**src/rtl/core/sfpc_pkg.sv**
```systemverilog
// Shared types and constants of the stepper focus position controller.
package sfpc_pkg;

  localparam int unsigned PosBits = 16;
  localparam logic [PosBits-1:0] PosMax = {PosBits{1'b1}};
  localparam logic [PosBits-1:0] PosOne = PosBits'(1);
  localparam logic [PosBits-1:0] NudgeSteps = PosBits'(5);
  localparam logic [PosBits-1:0] NudgeDownFloor = PosBits'(4);
  localparam logic [7:0] RampDecrement = 8'd2;

  localparam logic [7:0] SlowStepReset = 8'd20;
  localparam logic [7:0] FastStepReset = 8'd4;
  localparam logic [15:0] ChunkStepsReset = 16'd100;
  localparam logic [15:0] DisableDelayReset = 16'd2000;
  localparam logic [15:0] RezeroPosReset = 16'd1000;

  typedef enum logic [2:0] {
    ActSetTarget = 3'd0,
    ActStop      = 3'd1,
    ActGo        = 3'd2,
    ActRezero    = 3'd3,
    ActNudgeUp   = 3'd4,
    ActNudgeDown = 3'd5,
    ActTick      = 3'd6
  } action_e;

  typedef enum logic [2:0] {
    RegSlowStep     = 3'd0,
    RegFastStep     = 3'd1,
    RegChunkSteps   = 3'd2,
    RegDisableDelay = 3'd3,
    RegRezeroPos    = 3'd4
  } cfg_reg_e;

  typedef struct packed {
    logic [2:0]  action;
    logic [15:0] target_position;
  } in_item_t;

  typedef struct packed {
    logic        step_level;
    logic        direction_up;
    logic        driver_disabled;
    logic [15:0] position;
    logic        report_valid;
    logic        moving;
  } out_item_t;

  typedef struct packed {
    logic [7:0]  slow_step_ms;
    logic [7:0]  fast_step_ms;
    logic [15:0] chunk_steps;
    logic [15:0] disable_delay_ticks;
    logic [15:0] rezero_position;
  } cfg_t;

endpackage

```
**src/rtl/core/sfpc_cfg_regs.sv**
```systemverilog
// Configuration register file of the stepper focus position controller.
module sfpc_cfg_regs (
  input  logic              clk_i,
  input  logic              rst_ni,
  input  logic              wr_en_i,
  input  logic [2:0]        wr_index_i,
  input  logic [15:0]       wr_data_i,
  output sfpc_pkg::cfg_t    cfg_o
);

  sfpc_pkg::cfg_t cfg_q, cfg_d;

  always_comb begin
    cfg_d = cfg_q;
    if (wr_en_i) begin
      case (wr_index_i)
        sfpc_pkg::RegSlowStep:     cfg_d.slow_step_ms        = wr_data_i[7:0];
        sfpc_pkg::RegFastStep:     cfg_d.fast_step_ms        = wr_data_i[7:0];
        sfpc_pkg::RegChunkSteps:   cfg_d.chunk_steps         = wr_data_i;
        sfpc_pkg::RegDisableDelay: cfg_d.disable_delay_ticks = wr_data_i;
        sfpc_pkg::RegRezeroPos:    cfg_d.rezero_position     = wr_data_i;
        default: ;
      endcase
    end
  end

  always_ff @(posedge clk_i or negedge rst_ni) begin
    if (!rst_ni) begin
      cfg_q.slow_step_ms        <= sfpc_pkg::SlowStepReset;
      cfg_q.fast_step_ms        <= sfpc_pkg::FastStepReset;
      cfg_q.chunk_steps         <= sfpc_pkg::ChunkStepsReset;
      cfg_q.disable_delay_ticks <= sfpc_pkg::DisableDelayReset;
      cfg_q.rezero_position     <= sfpc_pkg::RezeroPosReset;
    end else begin
      cfg_q <= cfg_d;
    end
  end

  assign cfg_o = cfg_q;

endmodule

```
**src/rtl/core/sfpc_core.sv**
```systemverilog
// Motion state and single-pass update for one command or tick.
module sfpc_core (
  input  logic                clk_i,
  input  logic                rst_ni,
  input  logic                step_en_i,
  input  sfpc_pkg::in_item_t  item_i,
  input  sfpc_pkg::cfg_t      cfg_i,
  output sfpc_pkg::out_item_t result_o
);

  typedef struct packed {
    logic [sfpc_pkg::PosBits-1:0] current_pos;
    logic [sfpc_pkg::PosBits-1:0] goal_pos;
    logic [15:0]                  steps_remaining;
    logic                         dir_up;
    logic                         active;
    logic [7:0]                   half_period;
    logic [7:0]                   ms_count;
    logic                         pin_high;
    logic [15:0]                  chunk_count;
    logic [15:0]                  idle_count;
    logic                         idle_armed;
    logic                         disabled;
  } st_t;

  st_t  st_q, st_d;
  logic report;
  logic do_aim;
  logic step_start;
  logic [7:0] phase_len;

  always_comb begin
    st_d       = st_q;
    report     = 1'b0;
    do_aim     = 1'b0;
    step_start = 1'b0;
    phase_len  = (st_q.half_period == 8'd0) ? 8'd1 : st_q.half_period;

    case (item_i.action)
      sfpc_pkg::ActSetTarget: begin
        st_d.goal_pos = item_i.target_position;
        do_aim        = 1'b1;
      end
      sfpc_pkg::ActStop: begin
        st_d.goal_pos        = st_q.current_pos;
        st_d.steps_remaining = '0;
        st_d.active          = 1'b0;
        st_d.pin_high        = 1'b0;
        st_d.ms_count        = '0;
        st_d.disabled        = 1'b1;
        st_d.idle_armed      = 1'b0;
      end
      sfpc_pkg::ActGo: begin
        st_d.active      = 1'b1;
        st_d.disabled    = 1'b0;
        st_d.half_period = cfg_i.slow_step_ms;
      end
      sfpc_pkg::ActRezero: begin
        st_d.active      = 1'b1;
        st_d.current_pos = cfg_i.rezero_position;
        st_d.goal_pos    = '0;
        st_d.half_period = cfg_i.slow_step_ms;
        do_aim           = 1'b1;
      end
      sfpc_pkg::ActNudgeUp: begin
        st_d.active   = 1'b1;
        st_d.goal_pos = (st_q.current_pos > sfpc_pkg::PosMax - sfpc_pkg::NudgeSteps) ?
                        sfpc_pkg::PosMax : st_q.current_pos + sfpc_pkg::NudgeSteps;
        do_aim        = 1'b1;
      end
      sfpc_pkg::ActNudgeDown: begin
        st_d.active = 1'b1;
        if (st_q.current_pos > sfpc_pkg::NudgeDownFloor) begin
          st_d.goal_pos = st_q.current_pos - sfpc_pkg::NudgeSteps;
        end
        do_aim = 1'b1;
      end
      sfpc_pkg::ActTick: begin
        if (st_q.idle_armed) begin
          st_d.idle_count = st_q.idle_count + 16'd1;
          if (st_d.idle_count >= cfg_i.disable_delay_ticks) begin
            st_d.disabled   = 1'b1;
            st_d.idle_armed = 1'b0;
          end
        end
        if (st_q.active) begin
          step_start = !st_q.pin_high && (st_q.ms_count == 8'd0);
          if (step_start && (st_q.steps_remaining == 16'd0)) begin
            // Arrival: report once and start the disable countdown, or disable at once if the delay is zero.
            st_d.active      = 1'b0;
            st_d.chunk_count = '0;
            report           = 1'b1;
            st_d.idle_count  = '0;
            if (cfg_i.disable_delay_ticks == 16'd0) begin
              st_d.disabled   = 1'b1;
              st_d.idle_armed = 1'b0;
            end else begin
              st_d.idle_armed = 1'b1;
            end
          end else begin
            if (step_start) begin
              st_d.pin_high = 1'b1;
              st_d.ms_count = phase_len;
            end
            st_d.ms_count = st_d.ms_count - 8'd1;
            if (st_d.ms_count == 8'd0) begin
              if (st_d.pin_high) begin
                st_d.pin_high = 1'b0;
                st_d.ms_count = phase_len;
              end else if (st_q.steps_remaining != 16'd0) begin
                // End of the low phase completes the step.
                st_d.current_pos     = st_q.dir_up ? st_q.current_pos + sfpc_pkg::PosOne
                                                   : st_q.current_pos - sfpc_pkg::PosOne;
                st_d.steps_remaining = st_q.steps_remaining - 16'd1;
                st_d.chunk_count     = st_q.chunk_count + 16'd1;
                if ((st_d.chunk_count >= cfg_i.chunk_steps) ||
                    (st_d.steps_remaining == 16'd0)) begin
                  report           = 1'b1;
                  st_d.chunk_count = '0;
                end
                if (st_q.half_period > cfg_i.fast_step_ms) begin
                  st_d.half_period = (st_q.half_period > sfpc_pkg::RampDecrement) ?
                                     st_q.half_period - sfpc_pkg::RampDecrement : 8'd1;
                end
              end
            end
          end
        end
      end
      default: ;
    endcase

    if (do_aim) begin
      st_d.disabled   = 1'b0;
      st_d.idle_armed = 1'b0;
      if (st_d.goal_pos > st_d.current_pos) begin
        st_d.dir_up          = 1'b1;
        st_d.steps_remaining = 16'(st_d.goal_pos - st_d.current_pos);
      end else begin
        st_d.dir_up          = 1'b0;
        st_d.steps_remaining = 16'(st_d.current_pos - st_d.goal_pos);
      end
    end
  end

  always_ff @(posedge clk_i or negedge rst_ni) begin
    if (!rst_ni) begin
      st_q.current_pos     <= '0;
      st_q.goal_pos        <= '0;
      st_q.steps_remaining <= '0;
      st_q.dir_up          <= 1'b0;
      st_q.active          <= 1'b0;
      st_q.half_period     <= sfpc_pkg::SlowStepReset;
      st_q.ms_count        <= '0;
      st_q.pin_high        <= 1'b0;
      st_q.chunk_count     <= '0;
      st_q.idle_count      <= '0;
      st_q.idle_armed      <= 1'b0;
      st_q.disabled        <= 1'b1;
    end else if (step_en_i) begin
      st_q <= st_d;
    end
  end

  always_comb begin
    result_o.step_level      = st_d.pin_high;
    result_o.direction_up    = st_d.dir_up;
    result_o.driver_disabled = st_d.disabled;
    result_o.position        = st_d.current_pos;
    result_o.report_valid    = report;
    result_o.moving          = st_d.active;
  end

endmodule

```
**src/rtl/core/stepper_focus_position_controller_unit.sv**
```systemverilog
// Top level of the stepper focus position controller.
//
//   channel  signals                                    direction
//   in       in_valid_i, in_stall_o, in_data_i          command or tick in
//   out      out_valid_o, out_stall_i, out_data_o       one status item out
//   cfg      cfg_valid_i, cfg_ready_o, cfg_index_i/data   register write in
//
// An item is registered on input, updated in one pass and its status lands in
// the output register; one item per cycle is sustained while the output is not
// stalled.
// Reset restores the register defaults, stops the motor and disables the driver.
// A stall on a full output register holds both stages; the input stalls only when full.
// Configuration writes are always taken.
module stepper_focus_position_controller_unit (
  input  logic                clk_i,
  input  logic                rst_ni,
  input  logic                in_valid_i,
  output logic                in_stall_o,
  input  sfpc_pkg::in_item_t  in_data_i,
  output logic                out_valid_o,
  input  logic                out_stall_i,
  output sfpc_pkg::out_item_t out_data_o,
  input  logic                cfg_valid_i,
  output logic                cfg_ready_o,
  input  logic [2:0]          cfg_index_i,
  input  logic [15:0]         cfg_data_i
);

  logic                in_valid_q;
  sfpc_pkg::in_item_t  in_item_q;
  logic                out_valid_q;
  sfpc_pkg::out_item_t out_item_q;
  sfpc_pkg::out_item_t result;
  sfpc_pkg::cfg_t      cfg;
  logic                advance;
  logic                in_free;

  assign cfg_ready_o = 1'b1;

  sfpc_cfg_regs u_cfg (
    .clk_i      (clk_i),
    .rst_ni     (rst_ni),
    .wr_en_i    (cfg_valid_i && cfg_ready_o),
    .wr_index_i (cfg_index_i),
    .wr_data_i  (cfg_data_i),
    .cfg_o      (cfg)
  );

  // The input stage moves on when the output register is empty or being drained.
  assign advance = in_valid_q && (!out_valid_q || !out_stall_i);
  assign in_free = !in_valid_q || advance;
  assign in_stall_o = !in_free;

  sfpc_core u_core (
    .clk_i     (clk_i),
    .rst_ni    (rst_ni),
    .step_en_i (advance),
    .item_i    (in_item_q),
    .cfg_i     (cfg),
    .result_o  (result)
  );

  always_ff @(posedge clk_i or negedge rst_ni) begin
    if (!rst_ni) begin
      in_valid_q  <= 1'b0;
      out_valid_q <= 1'b0;
    end else begin
      if (in_free) begin
        in_valid_q <= in_valid_i;
      end
      if (advance) begin
        out_valid_q <= 1'b1;
      end else if (!out_stall_i) begin
        out_valid_q <= 1'b0;
      end
    end
  end

  always_ff @(posedge clk_i) begin
    if (in_free && in_valid_i) begin
      in_item_q <= in_data_i;
    end
    if (advance) begin
      out_item_q <= result;
    end
  end

  assign out_valid_o = out_valid_q;
  assign out_data_o  = out_item_q;

endmodule

```
**config.mk**
```make
export PLATFORM = sky130hd
export DESIGN_NAME = stepper_focus_position_controller_unit
export DESIGN_NICKNAME = d
export VERILOG_FILES = /design/src/rtl/core/sfpc_pkg.sv /design/src/rtl/core/sfpc_cfg_regs.sv /design/src/rtl/core/sfpc_core.sv /design/src/rtl/core/stepper_focus_position_controller_unit.sv
export SDC_FILE = /design/constraint.sdc
export NUM_CORES = 1
export LEC_CHECK = 0
export ABC_AREA = 0
export ABC_CLOCK_PERIOD_IN_PS = 8800
export BUFFER_PORTS_ARGS = -buffer_cell sky130_fd_sc_hd__clkbuf_2
export CAP_MARGIN = 40
export CORE_UTILIZATION = 51
export DETAILED_ROUTE_END_ITERATION = 8
export PLACE_DENSITY = 0.68
export SKIP_CTS_REPAIR_TIMING = 1
export SYNTH_ARGS = -nofsm -noshare
export SYNTH_HDL_FRONTEND = slang
export SYNTH_SLANG_ARGS = --single-unit
```
**constraint.sdc**
```tcl
create_clock -name clk_i -period 8.8 [get_ports clk_i]
set_input_delay 0.44 -clock clk_i [delete_from_list [all_inputs] [get_ports clk_i]]
set_output_delay 0.44 -clock clk_i [all_outputs]
set_load 0.05 [all_outputs]
```
==> impl_metrics.csv, run 1 <==
group,metric,value,unit
sta,max_slew_margin,43.96,%
sta,whs,0.06713,ns
sta,tns,0,ns
clocking,clock_latency,0.55,ns
synth,netlist_area,14220,sq um
floorplan,start_util,52.34,%
pwr,seqPwrFrac,29.3,%
synth,synth_top_area_cell,"dfrtp_1",
pwr,cellLeakagePower,7.081,nW
synth,ys_seq_area_share,38.01,%
synth,yosysWarnings,0,
clocking,cts-root-buf,"clkbuf_16",
detailed_routing,vias,12180,
global_route,grt_usage,27.88,%
global_route,grt_pass1_vias,11210,
sta,hold_violations,0,
floorplan,num_rows,60,
cells_and_area,final_nets,1751,
critical_path,slowest_stage,"dfstp_2",
place,io_buffers,65,
global_route,grt_max_degree,73,
critical_path,timing.critical_path.mode_cell,"nor2_1",
floorplan,die_area,28560,sq um
critical_path,path_max_fanout,16,
detailed_routing,wl,39320,um
detailed_routing,vias_per_cell,6.092,
sta,grt_setup_unrepaired,"false",
critical_path,required,9.21,ns
critical_path,endpoint_kind,"flip-flop",
place,pre_cts_slack,1.513,ns
sta,worstMarginPinSlew,0.8375,ns
critical_path,cp_slowest_stage_delay,0.63,ns
sta,setup_ws,1.413,ns
place,post-dp-hpwl,29310,um
critical_path,path_class,"reg -> reg",
clocking,cts-buffers-inserted,25,
synth,synth-async-reset-ratio,80.68,%
cells_and_area,fillers,2428,
place,placed_cell_area,14940,sq um
pwr,clkPwrFrac,21.1,%
synth,ys_seq_elements,207,
pwr,peakVddDrop,0.0001903,V
pwr,power,0.005234,W
hold_path,hold_class,"in -> reg",
synth,syn_avg_cell_area,9.072,sq um
cells_and_area,final_cell_area,15850,sq um
global_route,grt-ovfl-total,0,
synth,netlist_instances,1568,
status,status,"finished, final reports clean",
global_route,antenna_found_initial,1,
floorplan,fp.coreArea,27180,sq um
sta,layout_worst_path_cycle_share,83.94,%
cells_and_area,syn_to_final_growth,11.40,%
synth,synth_cell_type_count,85,
detailed_routing,drcViolationCount,0,
pwr,p_comb_share,49.6,%
floorplan,die_y,169.0,um
pwr,p_per_area,330.3,nW/um^2
clocking,cts_sinks,207,
sta,setup_violations,0,
detailed_routing,dr.pass1.iters,5,
sta,min_period,7.387,ns
detailed_routing,ant_nets,0,
clocking,clk_pin_slew,0.06,ns
global_route,grt_pass1_wl,62700,um
detailed_routing,drt-initial-drc-count,1107,
synth,syn_nets,1710,
critical_path,worstPathArrival,7.79,ns
floorplan,die_w,169.0,um
detailed_routing,wl_per_cell,19.66,um
synth,synth-edff-count,40,
critical_path,start_kind,"flip-flop",
sta,skew,0.01567,ns
clocking,cts_buffer_depth,3,
sta,finalMaxSlewViolations,0,
floorplan,ioPinCount,67,
run,drv_cap,0,
synth,ys.flop_type,"dfrtp_1",
synth,synth_top_area_share,25.68,%
clocking,htree_num_levels,1,
pwr,p_switching,0.002260,W
pwr,power.share.switching,43.17,%
sta,max_freq,0.1354,GHz
cells_and_area,diodes,0,
pwr,p_int,0.002974,W
place,gp_congestion,0.9411,
synth,yosys-top-cells-area,"dfrtp_1 26%, edfxtp_1 8.4%, ha_1 8.4%, o21ai_0 3.9%, dfstp_2 3.9%",
cells_and_area,final_layout_size_suffix_gt1_share,13.45,%
clocking,cts_tree,"built",
-- sequential cells by signal, indices dropped and copies added, names as in the netlist --
register,count
out_data_o,21
out_valid_o,1
u_core.st_q,101
u_cfg.cfg_o,64
in_valid_q,1
in_item_q,19
-- cell usage in the layout (no fill, tap or decap), drive strengths merged, types with 12 or more instances in the layout --
cell and count:
dfrtp 146, nand2 139, o21ai 120, a21oi 110
clkbuf 98, nor2 97, ha 96, inv 92
nand3 52, mux2 47, xor2 45, xnor2 41
edfxtp 40, nor3 33, a22o 32, a21o 32
and3 31, a31oi 28, buf 26, o21a 24
nand2b 21, dfstp 21, nand4 18, nor4 17
o211ai 13, nor2b 12, o22ai 12, o221ai 12
-- kinds of logic (layout without fill, tap and decap cells) --
kind of cell	count (synthesis)	after routing	share of synthesized area, %
AO/OA/AOI/OAI	483	483	22.46
AND/OR/NAND/NOR	465	465	16.23
flip-flops	207	207	38.01
buffers and inverters	171	231	4.758
adder cells (fa/ha/maj)	99	99	8.866
XOR/XNOR	86	86	5.295
multiplexers	56	56	4.354
other	1	1	0.02636
-- area by class of cell --
| type | instances | area [sq um] | area share (%) |
|---|---|---|---|
| Tap cell | 372 | 465.4 | 2.937 |
| Clock buffer | 34 | 732.0 | 4.619 |
| Sequential cell | 207 | 5406 | 34.12 |
| Timing Repair Buffer | 91 | 588.1 | 3.711 |
| Multi-Input combinational cell | 1190 | 8147 | 51.41 |
| Clock inverter | 12 | 155.1 | 0.9791 |
| Inverter | 94 | 352.8 | 2.227 |
-- worst max-delay path, delay by kind of cell, from the launching register on --
| kind | cells | cell delay, ns |
|---|---|---|
| simple gates | 10 | 2.60 |
| compound gates | 10 | 2.51 |
| fa+ha+maj | 2 | 0.72 |
| flops | 1 | 0.63 |
| buf+inv | 1 | 0.32 |
| mux | 1 | 0.29 |
| xor+xnor | 1 | 0.16 |
-- worst paths after layout --
check	startpoint	cells after the start	slack (ns)	to
worst max-delay path	u_core.st_q[45]$_DFFE_PN1P_	25	1.41	u_core.st_q[63]$_DFFE_PN0P_
max in group asynchronous	rst_ni	4	7.45	u_cfg.cfg_o[9]$_DFFE_PN1P_
worst min-delay path	in_data_i[8]	1	0.07	in_item_q[8]$_DFFE_PP_
worst max register to register	u_core.st_q[45]$_DFFE_PN1P_	25	1.41	u_core.st_q[63]$_DFFE_PN0P_
worst min register to register	in_valid_q$_DFFE_PN0N_	1	0.51	out_valid_o$_DFFE_PN0P_
min in group asynchronous	rst_ni	2	0.30	u_core.st_q[39]$_DFFE_PN0P_
-- power by group through the flow --
stage	clock (W)	sequential [W]	combinational [W]
after detailed placement	0	0.00153	0.00256
after global routing	0.00116	0.00157	0.00288
after CTS	0.00112	0.00152	0.00257
final	0.00110	0.00154	0.00260
after global placement	0	0.00153	0.00255
after floorplan	0	0.00144	0.00204
-- metal layers --
metal / up-vias / GRT usage (%) / wire [um]
li1: 5844 / - / -
met1: 5842 / 40.48 / 18220
met2: 426 / 41.95 / 16970
met3: 67 / 5.307 / 3112
met4: 4 / 8.108 / 909
met5: - / 2.261 / 102
-- through the flow --
| step | util, % | instances |
|---|---|---|
| after floorplan | - | 1568 |
| after global placement | 54.52 | 1943 |
| after detailed placement | 54.96 | 1951 |
| after CTS | 58.23 | 1997 |
| after global routing | 58.31 | 2000 |
| final | 58.31 | 2000 |
-- Yosys cell counts, types with 5 or more instances --
cell and count:
o31ai_1 10, nor2_1 96, a31oi_1 28, nor2b_1 12
buf_1 5, o22ai_1 12, xor2_1 45, buf_2 7
o221ai_1 12, clkbuf_1 61, o21ai_1 7, a21oi_1 109
and2_1 5, or4_1 8, dfstp_2 21, or3_1 11
mux2i_1 9, and3_1 31, o22a_1 11, nand2b_1 21
a32o_1 8, nand3_1 51, a221oi_1 5, xnor2_1 41
nor3b_1 6, a211oi_1 11, o21a_1 24, inv_1 90
nand4_1 17, a221o_1 6, edfxtp_1 40, ha_1 96
nor3_1 32, o211ai_1 13, a22o_1 32, a22oi_1 5
mux2_2 47, dfrtp_1 146, nand2_1 139, or2_2 6
nor4_1 14, o21bai_1 5, a21o_1 32, o21ai_0 112
Note: power is estimated with default switching activity, not from simulation.
==> run 2: changes to the inputs <==
Settings changed: ABC_CLOCK_PERIOD_IN_PS 8800 to 6800.
Clock period 8.8 ns to 6.8 ns, I/O delays scaled along.
==> impl_metrics.csv, run 2 (same netlist as run 1, synthesis figures left out) <==
group,metric,value,unit
clocking,cts-root-buf,"clkbuf_16",
detailed_routing,dr.pass1.iters,5,
place,gp_congestion,0.9233,
sta,worstMarginPinSlew,0.8502,ns
pwr,power,0.006981,W
clocking,clk_pin_slew,0.06,ns
critical_path,path_class,"reg -> reg",
global_route,grt_pass1_vias,11770,
sta,min_period,6.410,ns
detailed_routing,wl,40540,um
place,io_buffers,65,
status,status,"finished, final reports clean",
critical_path,worst-path-buf-inv,1,
clocking,clock_latency,0.55,ns
detailed_routing,vias,12450,
pwr,cellLeakagePower,7.293,nW
critical_path,worstPathArrival,6.83,ns
global_route,grt_pass1_wl,64330,um
cells_and_area,layout_common_cells,"146 x dfrtp_1, 139 x nand2_1, 112 x o21ai_0",
hold_path,hold_class,"in -> reg",
detailed_routing,ant_nets,0,
floorplan,ioPinCount,67,
cells_and_area,syn_to_final_growth,14.45,%
clocking,htree_num_levels,1,
cells_and_area,final_common_cell,"dfrtp_1",
critical_path,cp_slowest_stage_delay,0.63,ns
detailed_routing,wl_per_cell,19.81,um
run,drv_cap,0,
critical_path,start_kind,"flip-flop",
global_route,antenna_found_initial,0,
pwr,p_per_area,428.8,nW/um^2
critical_path,required,7.22,ns
cells_and_area,largest_reg_flops,101,
critical_path,slowest_stage,"or4b_2",
cells_and_area,final_nets,1797,
sta,max_freq,0.1560,GHz
cells_and_area,final_layout_size_suffix_gt1_share,15.34,%
sta,setup_violations,0,
sta,max_slew_margin,43.11,%
floorplan,fp.coreArea,27180,sq um
floorplan,num_rows,60,
critical_path,critPathTopFamily,"simple AND/OR/NAND/NOR gates",
critical_path,timing.critical_path.mode_cell,"nor2_1",
floorplan,die_area,28560,sq um
place,post-dp-hpwl,29870,um
pwr,peakVddDrop,0.0002181,V
sta,whs,0.04789,ns
critical_path,crit_chain,"or2_2, nor2_1, a21oi_2, nor2_1, nor2_1, ha_1, or4b_2, a221oi_2, nor3_1, a2111oi_4, nand4_1, or2_4, buf_4, o21a_1, ha_1, nand4_1, or3_1, o32a_1, a21oi_4, mux2_2, a221o_1, a221oi_1, xor2_1, o21ai_1",
global_route,grt-ovfl-total,0,
critical_path,endpoint_kind,"flip-flop",
critical_path,r2r_slack,0.39,ns
sta,tns,0,ns
sta,skew,0.01861,ns
clocking,cts_buffer_depth,3,
cells_and_area,top_register,"u_core.st_q",
clocking,cts_tree,"built",
detailed_routing,drcViolationCount,0,
floorplan,start_util,52.34,%
cells_and_area,diodes,0,
global_route,grt_max_degree,66,
global_route,grt_usage,28.56,%
detailed_routing,vias_per_cell,6.081,
sta,hold_violations,0,
clocking,cts-buffers-inserted,26,
clocking,cts_sinks,207,
floorplan,die_w,169.0,um
sta,layout_worst_path_cycle_share,94.26,%
floorplan,die_y,169.0,um
detailed_routing,drt-initial-drc-count,1078,
critical_path,path_max_fanout,8,
sta,finalMaxSlewViolations,0,
-- run 2: changes by cell type in the layout (fill, tap and decap cells not counted), moves of 2 or more --
cell / delta
buf_4: +26
dlygate4sd3_1: +20
ha_1: -5
ha_2: +5
clkinv_2: +4
clkbuf_1: +3
clkinv_1: -3
clkinv_4: +2
clkinvlp_4: -2
-- run 2: worst paths after layout --
path                                              from                          end  depth (start not counted)
setup reg to reg           u_core.st_q[45]$_DFFE_PN1P_  u_core.st_q[57]$_DFFE_PN0P_                         24
min in group asynchronous                       rst_ni   u_core.st_q[2]$_DFFE_PN0P_                          2
max in group asynchronous                       rst_ni  u_cfg.cfg_o[59]$_DFFE_PN0P_                          4
hold / removal                             out_stall_i      out_valid_o$_DFFE_PN0P_                          3
setup / recovery           u_core.st_q[45]$_DFFE_PN1P_  u_core.st_q[57]$_DFFE_PN0P_                         24
hold reg to reg                 in_valid_q$_DFFE_PN0N_      out_valid_o$_DFFE_PN0P_                          1
-- run 2: layout make-up --
type / count / area [sq um]
fill: 2450 / 10900
inverter: 94 / 352.8
tap: 372 / 465.4
clock inverter: 12 / 146.4
multi-input combinational: 1190 / 8189
timing repair buffer: 136 / 991.0
clock buffer: 36 / 729.5
sequential: 207 / 5406
-- run 2: metrics by stage --
stage	cell area, sq um	util, %	instances	setup WS (ns)
floorplan	14220	-	1568	0.5141
global placement	15030	55.31	1970	0.3062
detailed placement	15140	55.73	1977	0.1987
finish	16280	59.91	2047	0.3904
global route	16280	59.91	2047	-0.05965
CTS	16020	58.95	2025	0.1595
-- run 2: where the power goes --
part	switching [W]	internal (W)	total [W]
logic	0.00208	0.00155	0.00363
registers	0.000383	0.00157	0.00196
clock network	0.000563	0.000832	0.00139
total	0.00302	0.00396	0.00698
-- run 2: metal layers --
metal	track usage [%]	up-vias	share of wire, %
li1	-	5927	-
met1	40.92	6008	46
met2	44.02	438	44
met3	5.378	75	7.0
met4	8.030	0	2.9
met5	0	-	0
-- run 2: worst min-delay path, delay by kind of cell --
family / cells / cell delay (ns)
buf+inv: 1 / 0.09
simple gates: 2 / 0.13
